### config.mk
export PLATFORM = sky130hd
export DESIGN_NAME = ils_cell
export DESIGN_NICKNAME = d
export VERILOG_FILES = /design/src/rtl/ils_pkg.sv /design/src/rtl/ils_cell.sv
export SDC_FILE = /design/constraint.sdc
export NUM_CORES = 1
export LEC_CHECK = 0
export BUFFER_PORTS_ARGS = -buffer_cell sky130_fd_sc_hd__buf_4
export CAP_MARGIN = 10
export CORE_MARGIN = 2
export CORE_UTILIZATION = 35
export DETAILED_ROUTE_END_ITERATION = 10
export GPL_TIMING_DRIVEN = 0
export PLACE_DENSITY = 0.7
export SLEW_MARGIN = 20
export SYNTH_ARGS = -nofsm -noshare
export SYNTH_HDL_FRONTEND = slang
export SYNTH_SLANG_ARGS = --single-unit
### constraint.sdc
create_clock -name clk -period 5.55 [get_ports clk]
set_clock_uncertainty 0.05 [all_clocks]
set_input_delay 0 -clock clk [delete_from_list [all_inputs] [get_ports clk]]
set_output_delay 0 -clock clk [all_outputs]
set_load 0.01 [all_outputs]
### src/rtl/ils_pkg.sv
// Shared types and constants for the indexed list store.
// Holds the request and result structs, the request and status codes
// and the control structs between the top level and the cells.
package ils_pkg;

	localparam int CAPACITY = 64;
	localparam int IDX_W    = $clog2(CAPACITY);
	localparam int CNT_W    = $clog2(CAPACITY + 1);
	localparam int POS_W    = 7;
	localparam int COUNT_W  = 7;
	localparam int DATA_W   = 32;
	localparam int CMP_W    = (CNT_W > POS_W) ? CNT_W : POS_W;
	localparam int GROUP    = 8;
	localparam int NGROUP   = (CAPACITY + GROUP - 1) / GROUP;

	typedef enum logic [2:0] {
		REQ_PUSH_FRONT = 3'd0,
		REQ_PUSH_BACK  = 3'd1,
		REQ_INSERT     = 3'd2,
		REQ_REMOVE     = 3'd3,
		REQ_READ       = 3'd4,
		REQ_CLEAR      = 3'd5
	} req_type_t;

	typedef enum logic [1:0] {
		ST_OK    = 2'd0,
		ST_RANGE = 2'd1,
		ST_FULL  = 2'd2
	} status_t;

	typedef struct packed {
		req_type_t                req_type;
		logic [POS_W-1:0]         position;
		logic signed [DATA_W-1:0] item_value;
	} req_t;

	typedef struct packed {
		logic signed [DATA_W-1:0] read_value;
		logic [COUNT_W-1:0]       count;
		logic signed [DATA_W-1:0] front_value;
		logic signed [DATA_W-1:0] back_value;
		status_t                  status;
	} rsp_t;

	typedef enum logic [1:0] {
		CELL_HOLD   = 2'd0,
		CELL_INSERT = 2'd1,
		CELL_REMOVE = 2'd2
	} cell_mode_t;

	// Shift command broadcast to every cell.
	typedef struct packed {
		cell_mode_t         mode;
		logic [IDX_W-1:0]   pos;
		logic [DATA_W-1:0]  value;
	} cell_ctrl_t;

	// Read-out taps: each cell drives its word onto a tap when its index matches.
	typedef struct packed {
		logic               rd_en;
		logic [IDX_W-1:0]   rd_pos;
		logic               bk_en;
		logic [IDX_W-1:0]   bk_pos;
	} tap_ctrl_t;

endpackage

### src/rtl/ils_cell.sv
// One storage cell of the list row: holds one entry and trades it with
// its neighbors on insert and remove. Depends on ils_pkg.
module ils_cell (
	input  logic                      clk,
	input  logic [ils_pkg::IDX_W-1:0]  idx,
	input  ils_pkg::cell_ctrl_t        ctrl,
	input  ils_pkg::tap_ctrl_t         tap,
	input  logic [ils_pkg::DATA_W-1:0] left_val,
	input  logic [ils_pkg::DATA_W-1:0] right_val,
	output logic [ils_pkg::DATA_W-1:0] val,
	output logic [ils_pkg::DATA_W-1:0] rd_tap,
	output logic [ils_pkg::DATA_W-1:0] bk_tap
);
	import ils_pkg::*;

	logic [DATA_W-1:0] val_q;

	always_ff @(posedge clk) begin
		case (ctrl.mode)
			CELL_INSERT: begin
				if (idx > ctrl.pos) begin
					val_q <= left_val;
				end else if (idx == ctrl.pos) begin
					val_q <= ctrl.value;
				end
			end
			CELL_REMOVE: begin
				if (idx >= ctrl.pos) begin
					val_q <= right_val;
				end
			end
			default: begin
			end
		endcase
	end

	assign val    = val_q;
	assign rd_tap = (tap.rd_en && idx == tap.rd_pos) ? val_q : '0;
	assign bk_tap = (tap.bk_en && idx == tap.bk_pos) ? val_q : '0;

endmodule

After elaboration in Yosys (flattened, before gate mapping)
Index checks and enable logic that the tools add are counted.
Storage, ports and cells
  ROM bits: 0
  register bits after elaboration: 32
  word-level logic and storage cells: 20
  RAM bits: 0
  latch bits: 0
  memories kept: 0
Cells by class
  add/subtract/negate cells: 0
  reductions and logical operators: 4
  $lt $le $gt $ge: 2
  shift operators: 0
  muxes and demuxes: 6
  equality and inequality tests: 7
  div/mod/pow operators: 0
  bitwise operators: 0
  $mul: 0
Operators with widths (count)
  $mux W32: 5
  $pmux W32 S2: 1
  $eq A6 B6 Y1: 3
  $ge A6 B6 Y1: 1
  $gt A6 B6 Y1: 1
  $ne A3 B3 Y1 const B: 1
  $reduce_and A3 Y1: 1
  $eq A2 B1 Y1 const B: 1
  $eq A2 B2 Y1 const B: 1
  $logic_and A1 B1 Y1: 2
  $ne A2 B2 Y1 const B: 1
  $reduce_bool A2 Y1: 1

Longest topological paths before layout
Gate-level depths: netlist (run 1).
  word-level depth: 4
  gate-level depth with buffers: 8

Worst setup path before layout (run 1)
No wires, ideal clock.
  path kind: input to register
  start point: input port ctrl[37] in the netlist's numbering
  end point: register val_q[0] (netlist: val[0]), enable pin
  library setup time: 0.470 ns
  data required time: 5.030 ns
  path slack: 1.711 ns
  arrival time: 3.318 ns
  cell stages on the path: 7
  path buffers: 1
  path through: inv_1 > ha_1 > nand2_1 > o21ai_2 > buf_2 > a21o_1 > a21boi_0
Between the ends
  longest elaborated chain between the ends: 3
Ends and longest elaborated chain
  start: declaration: RTL line ils_cell.sv:6  | input ils_pkg::cell_ctrl_t ctrl,
  $gt A6 B6 Y1, or another cell as far along: RTL line ils_cell.sv:21  | if (idx > ctrl.pos) begin
  $ne A3 B3 Y1 (no line) / $ne A2 B2 Y1 (equally long branches)
  $reduce_and A3 Y1 (no line) (*)
  end signal: assignment: RTL line ils_cell.sv:22  | val_q <= left_val;
  end signal: assignment: RTL line ils_cell.sv:24  | val_q <= ctrl.value;
  end signal: assignment: RTL line ils_cell.sv:29  | val_q <= right_val;
  end: declaration: RTL line ils_cell.sv:16  | logic [DATA_W-1:0] val_q;
Mark *: on every way between the ends. The rest lies on a longest branch, timed or not.
A chain may end at the register's enable or synchronous reset.

Final worst setup path (run 1)
  start point: input port idx[5] in the netlist's numbering
  end point: register val_q[9] (netlist: val[9]), enable pin
Between the ends
  longest elaborated chain between the ends: 3
Ends and longest elaborated chain
  start: declaration: RTL line ils_cell.sv:5  | input logic [ils_pkg::IDX_W-1:0] idx,
  $gt A6 B6 Y1, or another cell as far along: RTL line ils_cell.sv:21
  $ne A3 B3 Y1 (no line) / $ne A2 B2 Y1 (equally long branches)
  $reduce_and A3 Y1 (no line) (*)
Marked as above.

==> results of run 1 <==
-- metrics by stage --
stage	setup TNS, ns	total power, mW
after global routing	0	0.860
after floorplan	0	0.483
after global placement	-0.214	0.638
final	0	0.821
after detailed placement	0	0.650
after CTS	0	0.823
-- power breakdown --
group          total [mW]  leakage [nW]  internal, mW  switching, mW
clock network       0.176        0.0391        0.0830         0.0931
registers           0.327         0.305         0.308         0.0192
logic               0.318          2.15         0.168          0.150
-- cells by family (layout without fill, tap and decap cells) --
kind of cell               count (synthesis)  count (layout)
DFF                                       32              32
adders and majority gates                  6               6
buffers and inverters                     46             274
xor gates and xnor gates                  12              12
AOI/OAI and AO/OA                         41              41
and+or+nand+nor                          234             234
-- cell usage after synthesis (14+ instances only) --
cell type  number
o211a_1        29
clkbuf_1       21
buf_2          14
edfxtp_1       32
nor3_1         32
nor4_2         30
nor4_1         36
nor2_1         61
and2_1         64
-- critical path, cell delays in order --
cell,delay (ns)
buf_4,0.12
ha_1,0.31
nand2_1,0.09
o21ai_2,0.32
buf_2,0.31
a21o_1,0.11
a21boi_4,0.54
buf_16,0.24
-- routing by layer --
metal  vias up  wire (µm)
li1       1816          -
met1      1762       4790
met2       197       6320
met3        14       1000
met4         0        178
met5         -          0
-- worst max path at each step --
stage          startpoint     end  slack [ns]  cells past startpoint
2_1_floorplan    ctrl[37]  val[0]        1.71                      7
3_3_place_gp       idx[5]  val[9]      -0.008                      7
3_5_place_dp       idx[5]  val[7]        3.11                      8
4_1_cts            idx[5]  val[7]        3.42                      8
5_1_grt            idx[5]  val[6]        3.29                      8
6_report           idx[5]  val[9]        3.43                      8
-- area by class of cell --
class                   count  area, µm²
clock inverters             2       7.51
plain buffers              40        198
repair buffers            221       1680
flip-flops and latches     32        961
clock buffers               5       68.8
multi-input cells         293       2030
well taps                 108        135
fillers                   801       3700
inverters                   6       22.5
==> impl_results.md, run 1 <==
- Routed WL: 12300 µm
- HP Class: in2reg
- Final Setup Violations: 0
- Post-synth EDFFs: 32
- Synthesized net count: 502
- Pre-Repair DR Iteration Count: 5
- Vias per inst: 5.36
- Fin crit period: 2.12 ns
- Met2 Resource Use GR: 0.436
- Area growth, synth to finish: 59.4%
- Setup WS post-layout: 3.43 ns
- Syn avg cell area: 8.62 µm²
- Max_slew headroom: 0.424
- Simple-gate share of the synthesized area: 0.456
- Grt peak-use layer: met2
- Initial core utilization: 0.363
- Chip Height: 99.6 µm
- Leading area contributor after synthesis: edfxtp_1
- DP Worst Slack: 3.11 ns
- Sink Count: 32
- Synth Warn #: 0
- CTS Buf Count: 5
- Post-Synth Adder-Cell Area: 0.0235
- Post-synthesis sequential area ratio: 0.300
- Gr ovfl total: 0
- Nature of the critical path endpoint: register
- Post-Synth XOR/XNOR Area: 0.0329
- Post-Place Cells: 700
- Hold Buf Count CTS: 0
- Post-DRT Antenna Nets: 0
- Maximum vdd drop: 91.0 µV
- Cts repair resizes: 0
- Post-synth top area share: 0.300
- Core area: 8810 µm²
- Diodes inserted: 0
- Die width: 99.6 µm
- Final period util: 0.382
- CTS tree: done
- Hold path start: right_val[31]
- Endpoints failing hold: 0
- Multiplexer area fraction after synthesis: 0
- Synth top area cells: edfxtp_1 30%, and2_1 13%, nor4_2 12%, o211a_1 9.1%, nor2_1 7.2%
- Vias in the first global route: 3761
- Hold slack final: 0.0910 ns
- I/O pins: 221
- Max reg flops: 32
- Yosys reg bits: 32
- Fin util: 0.579
- Gpl congestion: 0.835
- Post-DP HPWL: 9630 µm
- Peak Freq: 0.472 GHz
- Initial antenna violation count: 0
- First-pass GRT wire length: 18400 µm
- Clock-pin slew on the worst setup and hold paths: 0.07 ns
- Routing usage on met3: 0.0450
- Post-synthesis compound-gate area fraction: 0.118
- CP max FO: 17
- Layout cell share with drive strength beyond 1: 0.464
- Cell area after placement: 5020 µm²
- Fin. max-slew vios: 0
- Max_cap viols: 0
- Die area: 9920 µm²
- Root buffer cell: clkbuf_8
- Area of the mapped netlist: 3200 µm²
- Via count: 3789
- Hold depth: 3
- Commonest cells after routing, fill and taps aside: 222 x buf_4, 64 x and2_1, 61 x nor2_1
- Finished Cell Area: 5100 µm²
- CP startpoint kind: input port
- Routed len/inst: 17.4 µm
- Slew of the pin with the lowest slew margin: 0.842 ns
- Async SR Flop Fraction: 0
- Setup CP Type: in2reg
- # rows: 34
- Initial drt markers: 191
- Grt met1 use: 0.270
- Most common cell after layout, fill and taps aside: buf_4
- Largest net degree at the start of global routing: 18
- Fin cells: 707
- Leak Pwr: 2.50 nW
- Setup Buffers After CTS: 0
- Clock Tree Buf Depth: 2
- RSZ-0062 raised after global routing: no
- # H-tree levels: 2
- Cells after Synth: 371
- Hold EP: val[31]
- Yosys cell types: 29
- # port buffers: 220
- Outcome: completed
- Largest family of logic cells by synthesized area: simple AND/OR/NAND/NOR gates
- Arr. time, crit path: 2.06 ns
- Critical Path RT: 5.49 ns
- Most used flip-flop cell after synthesis: edfxtp_1
- Drt drc: 0
- GRT Resource Usage Total: 0.235
- Final #Nets: 730
- Cell Pwr Density: 161 nW/µm²
Note: power is estimated with default switching activity, not from simulation.
==> inputs of run 2 (changes only) <==
PLACE_DENSITY = 0.72   (was 0.7)
clock period = 1.9 ns   (was 5.55 ns; I/O delays follow)
==> run 2 against run 1 <==
Combinational power rose to 3.0 times the previous value. First-iteration DRC count fell by 20%. Via count rose by 1.1%. Critical path depth fell by 1. Design area rose by 1.2%. Sequential power rose to 2.9 times the previous value. Sequential share of layout area fell by 0.22 points. Total power rose to 2.9 times the previous value. Global-route usage fell by 0.47 points. Clock-buffer cell count rose by 1. Final cell count rose by 0.14%. Clock power rose to 2.9 times the previous value. Critical path type unchanged. Largest cell class unchanged. Largest power group unchanged. Highest routed layer unchanged.
==> impl_results.md, run 2 (synthesis gave the netlist of run 1 again) <==
- Core area: 8810 µm² (unchanged)
- Gpl congestion: 0.843 (was 0.835)
- Arr. time, crit path: 1.68 ns (was 2.06 ns)
- Vias in the first global route: 3672 (was 3761)
- Sw Ratio: 0.319 (was 0.320)
- Die area: 9920 µm² (unchanged)
- Drt drc: 0 (unchanged)
- Buf/Inv on CP: 2 (was 3)
- Maximum vdd drop: 218 µV (was 91.0 µV)
- Post-DP HPWL: 9380 µm (was 9630 µm)
- Cell Pwr Density: 469 nW/µm² (was 161 nW/µm²)
- Fin. max-slew vios: 0 (unchanged)
- Leak Pwr: 2.51 nW (was 2.50 nW)
- Final period util: 0.952
- Sequential share of power: 0.395 (was 0.398)
- CTS tree: done (unchanged)
- GRT Resource Usage Total: 0.230 (was 0.235)
- Initial drt markers: 153 (was 191)
- FF/Latch Area: 961 µm² (unchanged)
- Critical Path RT: 1.77 ns (was 5.49 ns)
- Diodes inserted: 0 (unchanged)
- RSZ-0062 raised after global routing: no (unchanged)
- Fillers: 827 (was 801)
- Delay-heaviest family, CP: compound AO/OA/AOI/OAI gates (unchanged)
- Post-Place Cells: 699 (was 700)
- Clock share of power: 0.214 (was 0.215)
- Fin crit period: 1.81 ns
- Endpoints failing hold: 0 (unchanged)
- Die width: 99.6 µm (unchanged)
- Outcome: completed (unchanged)
- Worst-path cell chain: buf_4 > ha_1 > nand2_1 > o21ai_4 > buf_6 > a21o_1 > a21boi_4 (was buf_4 > ha_1 > nand2_1 > o21ai_2 > buf_2 > a21o_1 > a21boi_4 > buf_16)
- Sink Count: 32 (unchanged)
- Max_cap viols: 0 (unchanged)
- Post-DRT Antenna Nets: 0 (unchanged)
- Final Setup Violations: 0 (unchanged)
- Routed WL: 12200 µm (was 12300 µm)
- Setup CP Type: in2reg (unchanged)
- CP startpoint kind: input port (unchanged)
- # H-tree levels: 2 (unchanged)
- Vias per inst: 5.41 (was 5.36)
- CTS Buf Count: 5 (unchanged)
- CP max FO: 16 (was 17)
- Clock Tree Buf Depth: 2 (unchanged)
- Sw Pwr: 0.772 mW (was 0.262 mW)
- Chip Height: 99.6 µm (unchanged)
- Gr ovfl total: 0 (unchanged)
- First-pass GRT wire length: 18100 µm (was 18400 µm)
- Max_slew headroom: 0.388 (was 0.424)
- Peak Freq: 0.553 GHz
- Crit path largest cell delay: 0.54 ns (about the same)
- Max reg flops: 32 (unchanged)
- Routed len/inst: 17.2 µm (was 17.4 µm)
- Initial antenna violation count: 0 (unchanged)
- Slew of the pin with the lowest slew margin: 0.896 ns (was 0.842 ns)
- Crit-path slowest cell: a21boi_4 (unchanged)
- Initial core utilization: 0.363 (unchanged)
- Pre-Repair DR Iteration Count: 4 (was 5)
- Root buffer cell: clkbuf_8 (unchanged)
- Int Power: 1.65 mW (was 0.558 mW)
- Nature of the critical path endpoint: register (unchanged)
- # port buffers: 220 (unchanged)
- # rows: 34 (unchanged)
- Largest net degree at the start of global routing: 17 (was 18)
- Final #Nets: 731 (was 730)
- Area growth, synth to finish: 61.3% (was 59.4%)
- Clock-pin slew on the worst setup and hold paths: 0.07 ns (about the same)
- I/O pins: 221 (unchanged)
- Combinational Power Share: 0.391 (was 0.387)
- Via count: 3829 (was 3789)
- Most common cell after layout, fill and taps aside: buf_4 (unchanged)
- HP Class: in2reg (unchanged)
- Commonest cells after routing, fill and taps aside: 222 x buf_4, 64 x and2_1, 61 x nor2_1 (unchanged)
- Fin util: 0.586 (was 0.579)
- Fin cells: 708 (was 707)
- Layout cell share with drive strength beyond 1: 0.470 (was 0.464)
- Multi-input logic area: 2090 µm² (was 2030 µm²)
==> run 2: power by group through the flow <==
stage	clock [mW]	sequential [mW]	combinational, mW
finish	0.518	0.955	0.946
detailed placement	0	0.972	0.922
global route	0.548	0.970	1.01
CTS	0.522	0.957	0.933
global placement	0	0.969	0.906
floorplan	0	0.998	0.426
==> run 2: stage by stage <==
| stage | setup slack (ns) | hold WS, ns | area, µm² | setup TNS [ns] | total power, mW |
|---|---|---|---|---|---|
| after detailed placement | -0.563 | 0.383 | 5030 | -18.88 | 1.89 |
| after floorplan | 0.00223 | 0.238 | 3240 | 0 | 1.42 |
| after global placement | -0.554 | 0.371 | 5030 | -18.00 | 1.87 |
| after global routing | 0.00647 | 0.0849 | 5160 | 0 | 2.53 |
| after CTS | 0.0431 | 0.0877 | 5120 | 0 | 2.41 |
| final | 0.0904 | 0.0890 | 5160 | 0 | 2.42 |
==> run 2: timing repair <==
action                     4_1_cts  5_1_grt
hold buffers                     0        0
resized for setup                1        2
setup endpoints to repair       32       37
setup buffers                    0        1
cloned                           1        0
==> run 2: routing by layer <==
layer / global-route usage / wire [µm] / vias up
met1: 0.267 / 4680 / 1779
li1: - / - / 1821
met4: 0.0780 / 247 / 0
met2: 0.427 / 6360 / 209
met3: 0.0372 / 925 / 20
met5: 0 / 0 / -
==> run 2: cell type report <==
cell class | instances | area share
multi-input cells | 294 | 0.405
repair buffers | 221 | 0.324
flip-flops and latches | 32 | 0.186
plain buffers | 40 | 0.0395
well taps | 108 | 0.0262
clock buffers | 6 | 0.0141
inverters | 6 | 0.00436
clock inverters | 1 | 0.000970
==> run 2: final timing paths <==
check                         start       to  slack, ns  cells after the start
worst max-delay path         idx[5]  val[16]       0.09                      7
worst min-delay path  right_val[31]  val[31]       0.09                      3
